<file path="src/rtl/segment_intersection_test_unit_defines.svh">
// assertion macros shared by the segment intersection rtl
// every macro samples on clock and is held off during reset
`ifndef SEGMENT_INTERSECTION_TEST_UNIT_DEFINES_SVH
`define SEGMENT_INTERSECTION_TEST_UNIT_DEFINES_SVH

// condition must never hold
`define SEGIT_ASSERT_NEVER(name, cond, msg) \
   name: assert property (@(posedge clock) disable iff (reset) !(cond)) else $error(msg);

// antecedent implies consequent in the next cycle
`define SEGIT_ASSERT_NEXT(name, ante, cons, msg) \
   name: assert property (@(posedge clock) disable iff (reset) (ante) |=> (cons)) \
      else $error(msg);

`endif

</file>
<file path="src/rtl/segit_queue.sv">
// small register fifo between the classifier and the divider pipeline
// depends on segment_intersection_test_unit_defines.svh
`include "segment_intersection_test_unit_defines.svh"

module segit_queue #(
   parameter int WIDTH = 8,
   parameter int DEPTH = 4
) (
   input  logic             clock,
   input  logic             reset,
   input  logic             push_valid,
   output logic             push_ready,
   input  logic [WIDTH-1:0] push_data,
   output logic             pop_valid,
   input  logic             pop_ready,
   output logic [WIDTH-1:0] pop_data
);
   localparam int AW = (DEPTH > 1) ? $clog2(DEPTH) : 1;
   localparam int CW = $clog2(DEPTH + 1);

   logic [WIDTH-1:0] mem_ff [DEPTH];
   logic [AW-1:0]    wr_ptr_ff, rd_ptr_ff;
   logic [CW-1:0]    count_ff;
   logic             push, pop;

   assign push_ready = (count_ff != CW'(DEPTH));
   assign pop_valid  = (count_ff != '0);
   assign push       = push_valid && push_ready;
   assign pop        = pop_valid && pop_ready;
   assign pop_data   = mem_ff[rd_ptr_ff];

   always_ff @(posedge clock) begin
      if (reset) begin
         wr_ptr_ff <= '0;
         rd_ptr_ff <= '0;
         count_ff  <= '0;
      end else begin
         if (push) begin
            wr_ptr_ff <= (wr_ptr_ff == AW'(DEPTH - 1)) ? '0 : wr_ptr_ff + AW'(1);
         end
         if (pop) begin
            rd_ptr_ff <= (rd_ptr_ff == AW'(DEPTH - 1)) ? '0 : rd_ptr_ff + AW'(1);
         end
         if (push && !pop) begin
            count_ff <= count_ff + CW'(1);
         end else if (pop && !push) begin
            count_ff <= count_ff - CW'(1);
         end
      end
      if (push) begin
         mem_ff[wr_ptr_ff] <= push_data;
      end
   end

   `SEGIT_ASSERT_NEVER(a_count_range, count_ff > CW'(DEPTH), "queue count beyond depth")
   `SEGIT_ASSERT_NEXT(a_push_grows, push && !pop, count_ff == $past(count_ff) + CW'(1), "push lost")
   `SEGIT_ASSERT_NEXT(a_pop_shrinks, pop && !push, count_ff == $past(count_ff) - CW'(1), "pop lost")

endmodule

</file>
<file path="config.mk">
export PLATFORM = sky130hd
export DESIGN_NAME = segit_queue
export DESIGN_NICKNAME = d
export VERILOG_FILES = /design/src/rtl/segit_queue.sv
export VERILOG_INCLUDE_DIRS = /design/src /design/src/rtl
export SDC_FILE = /design/constraint.sdc
export NUM_CORES = 1
export LEC_CHECK = 0
export BUFFER_PORTS_ARGS = -buffer_cell sky130_fd_sc_hd__clkbuf_2
export CORE_MARGIN = 5
export CORE_UTILIZATION = 30
export CTS_CLUSTER_SIZE = 20
export DETAILED_ROUTE_END_ITERATION = 8
export GPL_ROUTABILITY_DRIVEN = 0
export PLACE_DENSITY = 0.55
export REMOVE_ABC_BUFFERS = 1
export SETUP_SLACK_MARGIN = 0.02
export SLEW_MARGIN = 25
export SYNTH_ARGS = -nofsm -noshare
export SYNTH_HDL_FRONTEND = slang
export SYNTH_SLANG_ARGS = --single-unit
</file>
<file path="constraint.sdc">
create_clock -name clock -period 2.6 [get_ports clock]
set_clock_uncertainty 0.15 [all_clocks]
set_input_delay 0.52 -clock clock [delete_from_list [all_inputs] [get_ports clock]]
set_output_delay 0.52 -clock clock [all_outputs]
set_load 0.05 [all_outputs]
</file>
==> results by group <==
Timing
  • Final Setup Violations: 0
  • Setup TNS: 0 ns
  • Worst hold slack: 0.302 ns
  • Fmax: 412 MHz
  • RSZ-0062 raised after global routing: no
  • Final slew viol count: 0
  • Max_slew headroom: 0.710
  • Final period util: 0.933
  • Least-Margin Pin Slew: 0.434 ns
  • Hold Vio Cnt, Final: 0
  • Fin crit period: 2.43 ns

Pwr
  • Tot Pwr: 1.97 mW
  • Leakage: 0.698 nW
  • Worst IR drop on VDD: 638 uV
  • Total power per unit cell area: 1030 nW/um^2

Drt
  • DR iter-0 viols: 43
  • Drt via density: 4.51
  • DRT Pass-1 Iters: 4
  • Final wirelength: 2720 um
  • Routed WL per cell: 14.7 um
  • DRC: 0
  • Vias: 834
  • Final antenna-violating net count: 0

Worst setup path
  • Cell count along the critical path: 8
  • Worst Reg-to-Reg Cells: 8
  • WS Path Type: register to register
  • R2R setup slack: 0.17 ns
  • Slowest-stage cell, CP: dfxtp_1
  • Critical R2R Launch: count_ff[1]$_SDFFE_PP0P_
  • Worst path cell trace: or3b_4 > and2_4 > ha_1 > inv_1 > fa_1 > xor2_1 > or3_2 > a21oi_1
  • Worst Path Required: 2.67 ns
  • Largest fanout on the critical path: 7
  • CP bufs+invs: 1
  • CP arrival: 2.49 ns
  • Crit path max-delay family: simple AND/OR/NAND/NOR gates
  • CP max stage delay: 0.47 ns
  • Crit path capture type: register
  • Critical Path Sink: count_ff[2]$_SDFFE_PP0P_
  • Crit. Startpoint: count_ff[1]$_SDFFE_PP0P_
  • CP Launch Type: register
  • RR Endpoint: count_ff[2]$_SDFFE_PP0P_

Clocking
  • CTS Buf Count: 5
  • Hold_buf cts: 0
  • Max Buffers Root-to-Sink: 2
  • Clk pin slew, worst setup/hold paths: 0.08 ns
  • Clk sink count: 41
  • CTS root buf: clkbuf_8
  • CTS tree: yes
  • Worst-skew pair later-pin latency: 0.28 ns
  • H-tree Lvls: 2

Yosys
  • Distinct cell type count after synthesis: 26
  • Yosys reg bits: 41
  • Average size of a mapped cell: 18.2 um^2
  • Sequential-to-total area share from yosys stat: 0.698
  • Synthesized instance count: 90
  • Ys Warns: 0
  • Mapped cell area: 1630 um^2

Cells and area
  • Finished Layout Cells: 185
  • Nets: 134
  • Util after Layout: 0.368
  • Ant diodes: 0
  • Fraction of layout cells with a size suffix above 1: 0.400
  • Fill cells: 518
  • Layout Area Growth over Synthesis: 17.2%

GRT
  • Gr ovfl total: 0
  • Largest net degree at the start of global routing: 13
  • Global Route Usage Sum: 0.0865
  • Vias in the first global route: 942
  • Initial antenna violation count: 0
  • First-pass GRT wire length: 4660 um

Place
  • Hpwl dp: 1940 um
  • Placed insts: 178
  • Port Buffers: 21

Flow run
  • Max-cap violations: 0

Die
  • Die W: 83.8 um
  • Ports: 22
  • Core ar.: 5200 um^2
  • Area of the die: 7020 um^2
  • Initial Util: 0.314
  • Row Count: 26
  • Die Y-Extent: 83.8 um

Min path
  • Hold Path Class: primary input to register

Run status
  • Status: finished, final reports clean
==> synth_stat cells (all sizes together) <==
cell type	instances	area, um^2
xor2	2	17.5
dfxtp	9	180
nand2b	2	12.5
nor2	3	11.3
a21oi	2	10.0
and3	4	30.0
mux4	8	180
nand3	1	5.00
buf	2	8.75
fa	1	20.0
or3b	1	8.76
edfxtp	32	961
mux2i	3	30.0
clkbuf	2	8.75
nor3	1	5.00
and2	1	8.76
o31ai	2	20.0
o21ai	1	5.00
ha	6	75.1
nand2	1	3.75
inv	3	11.3
or3	3	21.3
==> sequential cells by signal (all words and copies together), names as in the netlist, named ones only <==
name,count
wr_ptr_ff,2
rd_ptr_ff,2
count_ff,3
mem_ff,32
==> cell usage in the layout (no fill, tap or decap) <==
cell      netlist  routed
o31ai_2         1       1
mux2i_1         3       3
edfxtp_1       32      32
o21ai_0         1       1
and3_2          4       4
fa_1            1       1
o31ai_4         0       1
nor3_1          1       1
dfxtp_1         9       9
nor2_1          3       3
a21oi_1         2       2
nand2b_1        2       2
inv_1           3       3
or3_1           1       1
or3_2           2       2
clkinv_4        0       1
clkbuf_8        0       5
or3b_4          0       1
and2_4          1       1
nand3_1         1       1
ha_1            6       6
xor2_1          2       2
clkbuf_1        1       1
clkbuf_2        1      21
nand2_1         1       1
mux4_2          8       8
buf_4           0       1
==> cell type report <==
type	instances	area (um^2)	share of cell area
multi-input combinational	42	480	0.251
tap	70	87.6	0.0458
inverter	3	11.3	0.00588
timing repair buffer	22	113	0.0588
sequential	41	1140	0.596
clock inverter	1	8.76	0.00458
clock buffer	6	72.6	0.0379
==> how the worst min path moves through the flow <==
stage / cells past startpoint / slack [ns] / end / startpoint
4_1_cts: 1 / 0.29 / mem_ff[3][1]$_DFFE_PP_ / push_data[1]
3_5_place_dp: 2 / 0.34 / register / rd_ptr_ff[0]$_SDFFE_PP0P_
3_3_place_gp: 2 / 0.33 / rd_ptr_ff[0]$_SDFFE_PP0P_ / rd_ptr_ff[0]$_SDFFE_PP0P_
5_1_grt: 1 / 0.29 / mem_ff[3][1]$_DFFE_PP_ / push_data[1]
6_report: 1 / 0.30 / mem_ff[3][1]$_DFFE_PP_ / push_data[1]
2_1_floorplan: 2 / 0.31 / register / rd_ptr_ff[0]$_SDFFE_PP0P_
==> per-stage QoR <==
step / cell area (um^2) / setup WS (ns)
after CTS: 1900 / 0.115
final: 1910 / 0.174
after detailed placement: 1820 / -0.0120
after global placement: 1820 / 0.193
after global routing: 1910 / 0.0254
after floorplan: 1620 / -0.0190
==> metal layers <==
metal / up-vias / global-route usage / routed length (um)
met3: 7 / 0.0306 / 133
met5: - / 0 / 0
met2: 21 / 0.144 / 1350
met4: 0 / 0.0307 / 42
met1: 414 / 0.103 / 1200
li1: 392 / - / -
==> what timing repair did <==
| action | 4_1_cts | 5_1_grt |
|---|---|---|
| resized for setup | 1 | 2 |
| endpoints found under the setup margin | 1 | 1 |
| buffers inserted | 0 | 0 |
==> where the power goes <==
part | switching [mW] | total [mW] | internal (mW)
sequential | 0.0714 | 0.877 | 0.805
combinational | 0.455 | 0.708 | 0.253
clock | 0.201 | 0.386 | 0.186
total | 0.727 | 1.97 | 1.24
==> kinds of logic after synthesis <==
kind of cell | count (synthesis) | synth area share
DFF | 41 | 0.698
and+or+nand+nor | 17 | 0.0651
muxes | 11 | 0.129
buffers and inverters | 7 | 0.0176
adders and majority gates | 7 | 0.0582
AOI/OAI and AO/OA | 5 | 0.0214
xor gates and xnor gates | 2 | 0.0107
(Power assumes the default switching activity.)
